## src/sv/set_assoc_cache_lru_sim_top_macros.svh

```systemverilog
// Assertion helpers for the cache tag simulator.
// Each macro expects clk and rst_n in the scope where it is used.
`ifndef SET_ASSOC_CACHE_LRU_SIM_TOP_MACROS_SVH
`define SET_ASSOC_CACHE_LRU_SIM_TOP_MACROS_SVH

// Same-cycle implication, checked out of reset only
`define SACL_ASSERT_NOW(lbl, ante, cons, msg) \
  lbl: assert property (@(posedge clk) disable iff (!rst_n) (ante) |-> (cons)) \
    else $error(msg);

// Next-cycle implication, checked out of reset only
`define SACL_ASSERT_NEXT(lbl, ante, cons, msg) \
  lbl: assert property (@(posedge clk) disable iff (!rst_n) (ante) |=> (cons)) \
    else $error(msg);

`endif

```

## src/sv/sacl_pkg.sv

```systemverilog
package sacl_pkg;

  // Geometry
  localparam int MAX_SET_BITS = 6;
  localparam int MAX_WAYS     = 8;
  localparam int ADDR_WIDTH   = 64;
  localparam int NUM_SETS     = 1 << MAX_SET_BITS;
  localparam int SET_W        = (MAX_SET_BITS > 0) ? MAX_SET_BITS : 1;
  localparam int WAY_IDX_W    = (MAX_WAYS > 1) ? $clog2(MAX_WAYS) : 1;
  localparam int WAYS_W       = $clog2(MAX_WAYS + 1);
  localparam int AGE_W        = 3;
  localparam int AGE_MAX      = (1 << AGE_W) - 1;
  localparam int CNT_W        = 32;
  localparam int SBITS_W      = 3;
  localparam int OFF_W        = 5;
  localparam int CWAYS_W      = 4;
  localparam int TSH_W        = OFF_W + 1;

  // Reserved command: accepted, no lookup, no result
  typedef enum logic [1:0] {
    CMD_LOAD   = 2'd0,
    CMD_STORE  = 2'd1,
    CMD_MODIFY = 2'd2,
    CMD_RSVD   = 2'd3
  } cmd_t;

  typedef enum logic [1:0] {
    OUT_HIT   = 2'd0,
    OUT_FILL  = 2'd1,
    OUT_EVICT = 2'd2
  } outcome_t;

  typedef enum logic [1:0] {
    REG_SET_BITS    = 2'd0,
    REG_OFFSET_BITS = 2'd1,
    REG_WAYS        = 2'd2
  } reg_idx_t;

  typedef enum logic [1:0] {
    S_IDLE,
    S_RD,
    S_LK
  } state_t;

  // One way of a set: valid, recency rank (0 = newest), tag
  typedef struct packed {
    logic                  valid;
    logic [AGE_W-1:0]      age;
    logic [ADDR_WIDTH-1:0] tag;
  } way_t;

  typedef way_t [MAX_WAYS-1:0] row_t;

  // Effective configuration, already clamped
  typedef struct packed {
    logic [SBITS_W-1:0] sbits;
    logic [OFF_W-1:0]   off;
    logic [WAYS_W-1:0]  ways;
  } cfg_t;

  // Controller to datapath
  typedef struct packed {
    logic cap;
    logic rd;
    logic lk;
    logic last;
  } ctrl_cmd_t;

  // Datapath to controller
  typedef struct packed {
    logic out_free;
  } dp_stat_t;

endpackage

```

## src/sv/sacl_ctrl.sv

```systemverilog
module sacl_ctrl (
  input  logic                 clk,
  input  logic                 rst_n,
  input  logic                 in_valid,
  input  logic [1:0]           in_cmd,
  output logic                 in_ready,
  input  sacl_pkg::dp_stat_t   stat,
  output sacl_pkg::ctrl_cmd_t  cmd
);

  sacl_pkg::state_t state_r, state_nxt;
  logic is_mod_r, is_mod_nxt;
  logic second_r, second_nxt;
  logic known_cmd;

  assign known_cmd = in_cmd inside {sacl_pkg::CMD_LOAD, sacl_pkg::CMD_STORE,
                                    sacl_pkg::CMD_MODIFY};

  // Next state
  always_comb begin
    state_nxt = state_r;
    case (state_r)
      sacl_pkg::S_IDLE: begin
        if (in_valid && known_cmd) state_nxt = sacl_pkg::S_RD;
      end
      sacl_pkg::S_RD: begin
        state_nxt = sacl_pkg::S_LK;
      end
      sacl_pkg::S_LK: begin
        if (stat.out_free) state_nxt = cmd.last ? sacl_pkg::S_IDLE : sacl_pkg::S_RD;
      end
      default: state_nxt = sacl_pkg::S_IDLE;
    endcase
  end

  // Outputs
  always_comb begin
    in_ready = 1'b0;
    cmd      = '0;
    cmd.last = !(is_mod_r && !second_r);
    case (state_r)
      sacl_pkg::S_IDLE: begin
        in_ready = 1'b1;
        cmd.cap  = in_valid && known_cmd;
      end
      sacl_pkg::S_RD: begin
        cmd.rd = 1'b1;
      end
      sacl_pkg::S_LK: begin
        cmd.lk = stat.out_free;
      end
      default: ;
    endcase
  end

  // Track modify and which of its two lookups is running
  always_comb begin
    is_mod_nxt = is_mod_r;
    second_nxt = second_r;
    if (cmd.cap) begin
      is_mod_nxt = (in_cmd == sacl_pkg::CMD_MODIFY);
      second_nxt = 1'b0;
    end else if (cmd.lk && !cmd.last) begin
      second_nxt = 1'b1;
    end
  end

  always_ff @(posedge clk) begin
    if (!rst_n) begin
      state_r  <= sacl_pkg::S_IDLE;
      is_mod_r <= 1'b0;
      second_r <= 1'b0;
    end else begin
      state_r  <= state_nxt;
      is_mod_r <= is_mod_nxt;
      second_r <= second_nxt;
    end
  end

endmodule

```

## config.mk

```make
export PLATFORM = sky130hd
export DESIGN_NAME = sacl_ctrl
export DESIGN_NICKNAME = d
export VERILOG_FILES = /design/src/sv/set_assoc_cache_lru_sim_top_macros.svh /design/src/sv/sacl_pkg.sv /design/src/sv/sacl_ctrl.sv
export SDC_FILE = /design/constraint.sdc
export NUM_CORES = 1
export LEC_CHECK = 0
export ABC_AREA = 1
export BUFFER_PORTS_ARGS = -buffer_cell sky130_fd_sc_hd__clkbuf_2
export CELL_PAD_IN_SITES_DETAIL_PLACEMENT = 1
export CELL_PAD_IN_SITES_GLOBAL_PLACEMENT = 1
export CORE_AREA = 2 2 39 41
export CTS_BUF_LIST = sky130_fd_sc_hd__clkbuf_4 sky130_fd_sc_hd__clkbuf_8
export CTS_CLUSTER_DIAMETER = 100
export DETAILED_ROUTE_END_ITERATION = 8
export DIE_AREA = 0 0 41 43
export PLACE_DENSITY_LB_ADDON = 0.12
export SLEW_MARGIN = 20
export SYNTH_ARGS = -nofsm -noshare
export SYNTH_HDL_FRONTEND = slang
export SYNTH_SLANG_ARGS = --single-unit
```

## constraint.sdc

```tcl
create_clock -name clk -period 1 [get_ports clk]
set_input_delay 0.15 -clock clk [delete_from_list [all_inputs] [get_ports clk]]
set_output_delay 0.15 -clock clk [all_outputs]
set_load 0.02 [all_outputs]
```

# After elaboration in Yosys (flattened, before gate mapping)
# Index checks and enable logic that the tools add are counted.
[totals] inputBits=6 output_inout_bits=5 reg_bits=4 elab_cells=28
[classes] bitwise_logic=1 reduce_logical=10 eq_ne=6 n_mux=8
[op_table] operator="case mux 2 bit (3 select lines)" n=1
[op_table] operator="2-to-1 mux 1 bit" n=5
[op_table] operator="equality test 2 x 1 -> 1 bit (second input constant)" n=2
[op_table] operator="equality test 2 bit (second input constant)" n=2
[op_table] operator="logical NOT 2 bit" n=2
[op_table] operator="2-to-1 mux 2 bit" n=2
[op_table] operator="inequality test 2 bit (second input constant)" n=2
[op_table] operator="logical AND 1 bit" n=3
[op_table] operator="nonzero test 3 bit" n=1
[op_table] operator="logical NOT 1 bit" n=2
[op_table] operator="AND reduction 2 bit" n=1
[op_table] operator="OR reduction 2 bit" n=1
[op_table] operator="inverter 1 bit" n=1

# Logic depth before layout (Yosys ltp)
# Gate-level depths: netlist of run 1.
[logic_depth] ltp_word=5 ltp_mapped=5 ltp_nobuf=5

# Worst setup path before layout of run 1
# No wires, ideal clock.
[synth_timing] path_kind="register -> output" from="reg state_r[1]" to="out cmd[1] (netlist bit)" arrival_ps=956 path_buffers=0 slack_ps=-106 required_time_ps=850 path_stages_with_launch=3 cell_sequence="dfxtp_1 inv_2 nor3_1"
[synth_rtl] item="start, declared" line="sacl_ctrl.sv:11" text="sacl_pkg::state_t state_r, state_nxt;"
[synth_rtl] item="start signal, assigned" line="sacl_ctrl.sv:70" text="state_r <= sacl_pkg::S_IDLE;"
[synth_rtl] item="start signal, assigned" line="sacl_ctrl.sv:74" text="state_r <= state_nxt;"
[synth_rtl] item="end, declared" line="sacl_ctrl.sv:8" text="output sacl_pkg::ctrl_cmd_t cmd"

==> impl_metrics.env, run 1 <==
export IMPL_clock_sinks=4
export IMPL_n_antenna_cell=0
export IMPL_finalSetupTns_ns=-0.301
export IMPL_hpwl_um=538
export IMPL_initial_core_util_pct=17.2
export IMPL_clkLatencyLatePin_ns=0.23
export IMPL_status="finished, violations left"
export IMPL_p_total_uw=659
export IMPL_synth_seq_cells=4
export IMPL_crit_arrival_ns=0.95
export IMPL_nFillCells=178
export IMPL_crit_fanout=3
export IMPL_power_density_nw_per_um2=1680
export IMPL_finalNetCount=58
export IMPL_synthCells=34
export IMPL_maxSlewHeadroom_pct=87.8
export IMPL_yosysWarnings=0
export IMPL_holdCritPathClass="input pin to flip-flop"
export IMPL_first_pass_iters=2
export IMPL_cts_root_buf="clkbuf_4"
export IMPL_via_per_inst=4.12
export IMPL_postRouteAntennaNets=0
export IMPL_avgSynthCellArea_um2=6.99
export IMPL_peakVddDrop_mv=0.422
export IMPL_holdPathStages=3
export IMPL_fmax_ghz=0.909
export IMPL_fp_row_count=14
export IMPL_vias=272
export IMPL_final_cells=66
export IMPL_numCtsBuffers=3
export IMPL_end_kind="output pin"
export IMPL_synth_top_area_share_pct=33.7
export IMPL_synth_top_area_cell="dfxtp_1"
export IMPL_fin_worst_skew_ns=0.00108
export IMPL_syn_area_um2=238
export IMPL_preCtsSetupSlack_ns=0.0346
export IMPL_maxCapViolCount=0
export IMPL_setup_viol=4
export IMPL_antenna_found_initial=0
export IMPL_ys_types=15
export IMPL_violations="setup timing"
export IMPL_worst_setup_path_start_kind="flip-flop"
export IMPL_leakagePower_nw=0.199
export IMPL_required_ns=0.85
export IMPL_grt_pass1_vias=262
export IMPL_grt_ovfl_total=0
export IMPL_clk_path_buf_depth=2
export IMPL_synth_area_leaders="dfxtp_1, nand2_1, nor2_2"
export IMPL_fin_crit_sh_pct=110
export IMPL_synth_edf_count=0
export IMPL_die_w_um=41
export IMPL_fin_ws_ns=-0.0996
export IMPL_layout_drive_gt1_share_pct=58.0
export IMPL_wl_per_cell_um=9.94
export IMPL_synthArstFlopShare_pct=0
export IMPL_drt_total_wl_um=656
export IMPL_synthMostInstantiatedCell="nand2_1"
export IMPL_portBuffers=10
export IMPL_grt_pass1_wl_um=1030
export IMPL_grt_util_all_layers_pct=9.42
export IMPL_ys_dominant_reg_cell="dfxtp_1"
export IMPL_tightest_slew_ns=0.182
export IMPL_criticalPathCategory="flip-flop to output pin"
export IMPL_die_y_um=43
export IMPL_reg2reg_depth=6
export IMPL_seq_area_um2=86.3
export IMPL_seq_area_frac_synth_pct=33.7
export IMPL_synth_common_cells="nand2_1, dfxtp_1, inv_1, nor2_2"
export IMPL_grt_max_degree=5
export IMPL_multi_input_area_um2=133
export IMPL_routabilityCongestion=0.667
export IMPL_ios=11
export IMPL_rsz0062_at_grt="yes"
export IMPL_dieArea_um2=1760
export IMPL_syn_num_nets=40
export IMPL_drc=0
export IMPL_core_area_um2=1380
export IMPL_cts_tree="built"
export IMPL_htree_num_levels=1
export IMPL_path_clk_slew_ns=0.04
export IMPL_dpl_cell_count=60
export IMPL_hold_viol_final=0
export IMPL_finalCriticalPeriod_ns=1.10
export IMPL_area_growth_pct=65.3
export IMPL_slew_violations=0
export IMPL_drtIter0Drc=1
final cells by class:
cell class              instances  area share [%]
well taps                      16            5.10
inverters                       6            7.01
multi-input cells              23            33.8
clock buffers                   3            5.73
repair buffers                 14            26.4
flip-flops and latches          4            22.0
per-layer routing:
metal / GRT usage [%] / up-vias / wire, um
met4: 8.00 / 0 / 0
met2: 13.8 / 5 / 349
li1: - / 138 / -
met3: 4.71 / 0 / 33
met5: 0 / - / 0
met1: 9.27 / 129 / 273
cells by family after synthesis:
logic type / Yosys count / share of synthesized area (%)
buffers and inverters: 7 / 12.6
DFF: 4 / 33.7
AOI/OAI and AO/OA: 2 / 6.84
and+or+nand+nor: 21 / 46.8
state kept, by name (all words and copies together), names as in the netlist:
signal    count
state_r       2
is_mod_r      1
second_r      1
worst max-delay path, stage by stage (launching register included):
cell	delay [ns]
dfxtp_2	0.33
inv_4	0.08
nand2_4	0.06
nor2_4	0.12
buf_8	0.12
through the flow:
| step | util, % | hold WS, ns | instance area (um^2) |
|---|---|---|---|
| after floorplan | - | 0.262 | 243 |
| after CTS | 26.7 | 0.174 | 369 |
| final | 28.4 | 0.182 | 393 |
| after global routing | 28.4 | 0.195 | 393 |
| after global placement | 22.6 | 0.425 | 313 |
| after detailed placement | 22.6 | 0.427 | 313 |
what timing repair did:
item                                    CTS  global route
hold buffers                              0             0
resized for setup                         9             7
pin swaps                                 2             2
setup buffers                             1             2
endpoints found under the setup margin    5             5
power by group:
part	switching [mW]	total, mW	internal (mW)	leakage [nW]
clock network	0.0620	0.196	0.134	0.0138
logic	0.138	0.260	0.122	0.151
registers	0.0218	0.203	0.182	0.0342
final timing paths:
check             start  endpoint  slack [ns]
max          state_r[1]    cmd[3]        -0.1
min               rst_n  second_r        0.18
max reg2reg  state_r[1]  is_mod_r        0.10
min reg2reg    second_r  second_r        0.52
cell usage in the layout, fill, tap and decap left out, drive strengths merged:
cell,n
a21boi,1
buf,8
clkbuf,9
dfxtp,4
inv,6
nand2,10
nand3,2
nand3b,1
nand4,1
nor2,6
nor3,1
o21ai,1
Power figures use the tool's default switching activity.
==> run 2, diff against run 1 <==
--- a/config.mk
+++ b/config.mk
@@ -11,10 +11,10 @@
 export CELL_PAD_IN_SITES_GLOBAL_PLACEMENT = 1
 export CORE_AREA = 2 2 39 41
 export CTS_BUF_LIST = sky130_fd_sc_hd__clkbuf_4 sky130_fd_sc_hd__clkbuf_8
-export CTS_CLUSTER_DIAMETER = 100
 export DETAILED_ROUTE_END_ITERATION = 8
 export DIE_AREA = 0 0 41 43
 export PLACE_DENSITY_LB_ADDON = 0.12
+export SETUP_SLACK_MARGIN = 0.15
 export SLEW_MARGIN = 20
 export SYNTH_ARGS = -nofsm -noshare
 export SYNTH_HDL_FRONTEND = slang
==> run 2 against run 1 <==
Compared with the run above: the run still ends with setup timing left; flip-flop and latch count unchanged; maximum frequency decreased by 0.23%; combinational power increased by 44%; sequential share of layout area decreased by 3.8 points; routed wire length increased by 17%; non-clock buffer count increased by 5; total power increased by 20%; worst hold slack got worse by 0.015 ns; first-iteration DRC count unchanged; clock power about the same; design area increased by 26%; highest routed layer is now met4.
==> impl_metrics.env, run 2 (synthesis gave the netlist of run 1 again) <==
export IMPL_status="finished, violations left"
export IMPL_violations="setup timing"
export IMPL_switching_share_pct=34.2
export IMPL_portBuffers=10
export IMPL_holdCritPathClass="input pin to flip-flop"
export IMPL_die_y_um=43
export IMPL_grt_util_all_layers_pct=12.0
export IMPL_slew_violations=0
export IMPL_clock_sinks=4
export IMPL_crit_fanout=4
export IMPL_maxSlewHeadroom_pct=86.0
export IMPL_fin_crit_sh_pct=110
export IMPL_p_int_uw=519
export IMPL_combPwrFrac_pct=47.7
export IMPL_numCtsBuffers=3
export IMPL_hold_viol_final=0
export IMPL_required_ns=0.85
export IMPL_dieArea_um2=1760
export IMPL_finalCriticalPeriod_ns=1.10
export IMPL_clk_path_buf_depth=2
export IMPL_largest_reg_flops=2
export IMPL_via_per_inst=4.28
export IMPL_core_area_um2=1380
export IMPL_antenna_found_initial=0
export IMPL_first_pass_iters=4
export IMPL_power_switching_uw=269
export IMPL_leakagePower_nw=0.233
export IMPL_preCtsSetupSlack_ns=0.0360
export IMPL_n_antenna_cell=0
export IMPL_worst_setup_path_start_kind="flip-flop"
export IMPL_regMostFlops="state_r"
export IMPL_grt_pass1_vias=329
export IMPL_clkLatencyLatePin_ns=0.23
export IMPL_holdWs_ns=0.167
export IMPL_grt_max_degree=5
export IMPL_crit_arrival_ns=0.95
export IMPL_peakVddDrop_mv=0.636
export IMPL_setup_viol=5
export IMPL_postRouteAntennaNets=0
export IMPL_initial_core_util_pct=17.2
export IMPL_fin_worst_skew_ns=0.0000454
export IMPL_p_total_uw=788
export IMPL_wl_per_cell_um=10.8
export IMPL_power_density_nw_per_um2=1590
export IMPL_die_w_um=41
export IMPL_grt_ovfl_total=0
export IMPL_multi_input_area_um2=165
export IMPL_maxCapViolCount=0
export IMPL_cts_tree="built"
export IMPL_tightest_slew_ns=0.209
export IMPL_cts_root_buf="clkbuf_4"
export IMPL_fp_row_count=14
export IMPL_drtIter0Drc=1
export IMPL_top_regs="state_r: 2 flops, is_mod_r: 1 flops, second_r: 1 flops"
export IMPL_vias=304
export IMPL_fmax_ghz=0.907
export IMPL_criticalPathCategory="flip-flop to output pin"
export IMPL_fin_ws_ns=-0.102
export IMPL_area_growth_pct=109
export IMPL_grt_pass1_wl_um=1330
export IMPL_routabilityCongestion=0.636
export IMPL_end_kind="output pin"
export IMPL_seq_area_um2=90.1
export IMPL_layout_drive_gt1_share_pct=76.4
export IMPL_nFillCells=168
export IMPL_final_cell_mix="buf_4, nand2_1, clkbuf_2"
export IMPL_htree_num_levels=1
export IMPL_finalNetCount=63
export IMPL_hpwl_um=533
export IMPL_drt_total_wl_um=770
export IMPL_power_clock_fraction_pct=25.3
export IMPL_ios=11
export IMPL_path_clk_slew_ns=0.04
export IMPL_power_frac_seq_pct=27.0
export IMPL_drc=0
export IMPL_finalSetupTns_ns=-0.302
export IMPL_rsz0062_at_grt="yes"
export IMPL_final_common_cell="buf_4"
-- run 2: cell count changes in the layout (fill, tap and decap cells not counted), sizes merged --
cell / before / now
clkbuf: 9 / 10
buf: 8 / 12
-- run 2: what timing repair did --
action	4_1_cts	5_1_grt
buffers inserted	7	1
gates resized for setup	20	9
pin swaps	2	2
endpoints found under the setup margin	6	9
hold buffers	0	0
-- run 2: worst paths after layout --
kind / slack, ns / endpoint / from / cells after the start
min reg2reg: 0.56 / state_r[1] / state_r[0] / 2
min: 0.17 / second_r / rst_n / 3
max reg2reg: -0.02 / second_r / state_r[0] / 6
max: -0.10 / cmd[1] / state_r[0] / 2
-- run 2: through the flow --
| step | area (um^2) | util, % | instances |
|---|---|---|---|
| 2_1_floorplan | 256 | - | 34 |
| 3_3_place_gp | 327 | 23.6 | 60 |
| 3_5_place_dp | 327 | 23.6 | 60 |
| 4_1_cts | 470 | 34.0 | 70 |
| 5_1_grt | 497 | 35.9 | 71 |
| 6_report | 497 | 35.9 | 71 |
-- run 2: cell type report --
cell class | count | area share, %
multi-input combinational | 23 | 33.2
sequential | 4 | 18.1
tap | 16 | 4.03
timing repair buffer | 19 | 34.0
inverter | 6 | 6.05
clock buffer | 3 | 4.53
-- run 2: metal layers --
layer | global-route usage [%] | vias up | share of wire [%]
li1 | - | 145 | -
met1 | 9.68 | 148 | 29
met2 | 21.3 | 7 | 62
met3 | 4.71 | 4 | 6.1
met4 | 8.00 | 0 | 3.1
met5 | 0 | - | 0
-- run 2: power groups by stage --
stage | Clock (mW) | Combinational [mW] | Sequential, mW
2_1_floorplan | 0 | 0.155 | 0.205
3_3_place_gp | 0 | 0.208 | 0.207
3_5_place_dp | 0 | 0.210 | 0.208
4_1_cts | 0.203 | 0.328 | 0.211
5_1_grt | 0.209 | 0.409 | 0.215
6_report | 0.199 | 0.375 | 0.213
-- run 2: worst max-delay path, stage by stage (launching register included) --
cell and delay (ns):
dfxtp_4 0.37, nor3_4 0.18, clkbuf_8 0.16
==> run 3, diff against run 2 <==
==> constraint.sdc (replaced) <==
create_clock -name clk -period 1.2 [get_ports clk]
set_input_delay 0.18 -clock clk [delete_from_list [all_inputs] [get_ports clk]]
set_output_delay 0.18 -clock clk [all_outputs]
set_load 0.02 [all_outputs]
==> run 3 against run 2 <==
Compared with the run above: total power down 29%; register-to-register slack improved by 0.32 ns; first-iteration DRC count is the same; setup slack improved by 0.18 ns; highest routed layer is now met3; flip-flop and latch count did not move; routed wire length down 19%; via count down 13%; the flow now finishes without violations; worst hold slack better by 0.039 ns.
==> impl_metrics.env, run 3 (synthesis gave the netlist of run 1 again) <==
export IMPL_status="completed"
export IMPL_area_growth_pct=66.8
export IMPL_leakagePower_nw=0.199
export IMPL_drt_total_wl_um=624
export IMPL_end_kind="output pin"
export IMPL_core_area_um2=1380
export IMPL_maxSlewHeadroom_pct=87.9
export IMPL_grt_pass1_vias=269
export IMPL_finalNetCount=58
export IMPL_required_ns=1.02
export IMPL_grt_max_degree=5
export IMPL_routabilityCongestion=0.669
export IMPL_criticalPathCategory="flip-flop to output pin"
export IMPL_wl_per_cell_um=9.45
export IMPL_fp_row_count=14
export IMPL_power_density_nw_per_um2=1410
export IMPL_via_per_inst=3.98
export IMPL_portBuffers=10
export IMPL_top_regs="state_r: 2 flops, is_mod_r: 1 flops, second_r: 1 flops"
export IMPL_crit_arrival_ns=0.94
export IMPL_die_y_um=43
export IMPL_largest_reg_flops=2
export IMPL_initial_core_util_pct=17.2
export IMPL_grt_ovfl_total=0
export IMPL_first_pass_iters=2
export IMPL_finalSetupTns_ns=0
export IMPL_final_common_cell="nand2_1"
export IMPL_preCtsSetupSlack_ns=0.189
export IMPL_peakVddDrop_mv=0.399
export IMPL_htree_num_levels=1
export IMPL_clk_path_buf_depth=2
export IMPL_regMostFlops="state_r"
export IMPL_postRouteAntennaNets=0
export IMPL_hold_viol_final=0
export IMPL_final_cell_mix="nand2_1, clkbuf_2, buf_4"
export IMPL_path_clk_slew_ns=0.04
export IMPL_hpwl_um=499
export IMPL_place_area_um2=305
export IMPL_grt_util_all_layers_pct=9.03
export IMPL_fin_ws_ns=0.0785
export IMPL_dieArea_um2=1760
export IMPL_postLayoutCoreUtil_pct=28.7
export IMPL_maxCapViolCount=0
export IMPL_final_area_um2=397
export IMPL_slew_violations=0
export IMPL_ios=11
export IMPL_drtIter0Drc=1
export IMPL_setup_viol=0
export IMPL_die_w_um=41
export IMPL_clkLatencyLatePin_ns=0.23
export IMPL_fmax_ghz=0.892
export IMPL_finalCriticalPeriod_ns=1.12
export IMPL_cts_tree="built"
export IMPL_numCtsBuffers=3
export IMPL_cts_root_buf="clkbuf_4"
export IMPL_n_antenna_cell=0
export IMPL_clock_sinks=4
export IMPL_layout_drive_gt1_share_pct=58.0
export IMPL_drc=0
export IMPL_grt_pass1_wl_um=1010
export IMPL_holdCritPathClass="input pin to flip-flop"
export IMPL_crit_fanout=4
export IMPL_fin_crit_sh_pct=93.5
export IMPL_antenna_found_initial=0
export IMPL_ctsHoldBuffers=0
export IMPL_tightest_slew_ns=0.182
export IMPL_fin_worst_skew_ns=0.000672
export IMPL_vias=263
export IMPL_rsz0062_at_grt="yes"
export IMPL_worst_setup_path_start_kind="flip-flop"
[run 3: per-layer routing]
layer / GRT usage, % / wire [um]
met1: 9.94 / 272
met2: 12.8 / 327
met3: 6.28 / 24
met4: 4.00 / 0
met5: 0 / 0
[run 3: area by class of cell]
class / instances / area, um^2
clock buffer: 3 / 22.5
inverter: 6 / 25.0
tap: 16 / 20.0
sequential: 4 / 86.3
multi-input combinational: 23 / 133
timing repair buffer: 14 / 110
fill: 179 / 987
[run 3: critical path: stages, from the launching register on]
cell     delay (ns)
dfxtp_4        0.35
inv_4          0.08
nand2_4        0.06
nor2_4         0.10
buf_8          0.12
[run 3: report_power, final]
part / total (mW) / internal [mW] / switching (mW) / leakage [nW]
clock: 0.165 / 0.112 / 0.0529 / 0.0138
sequential: 0.168 / 0.150 / 0.0179 / 0.0342
combinational: 0.224 / 0.110 / 0.114 / 0.151
[run 3: repair_timing]
action                     in CTS  in global routing
setup buffers                   4                  0
resized for setup              11                  3
pin swaps                       3                  0
setup endpoints to repair       4                  5
[run 3: metrics by stage]
step                cells  hold slack (ns)  total power [mW]
global route           66            0.201             0.600
floorplan              34            0.292             0.288
global placement       59            0.457             0.327
detailed placement     59            0.452             0.329
CTS                    66            0.207             0.569
finish                 66            0.207             0.557
[run 3: worst paths after layout]
path | start | end | slack [ns] | cells after the start
worst max-delay path | state_r[1] | cmd[3] | 0.08 | 4
worst min register to register | is_mod_r | is_mod_r | 0.47 | 2
worst min-delay path | rst_n | second_r | 0.21 | 3
worst max register to register | state_r[1] | second_r | 0.30 | 5
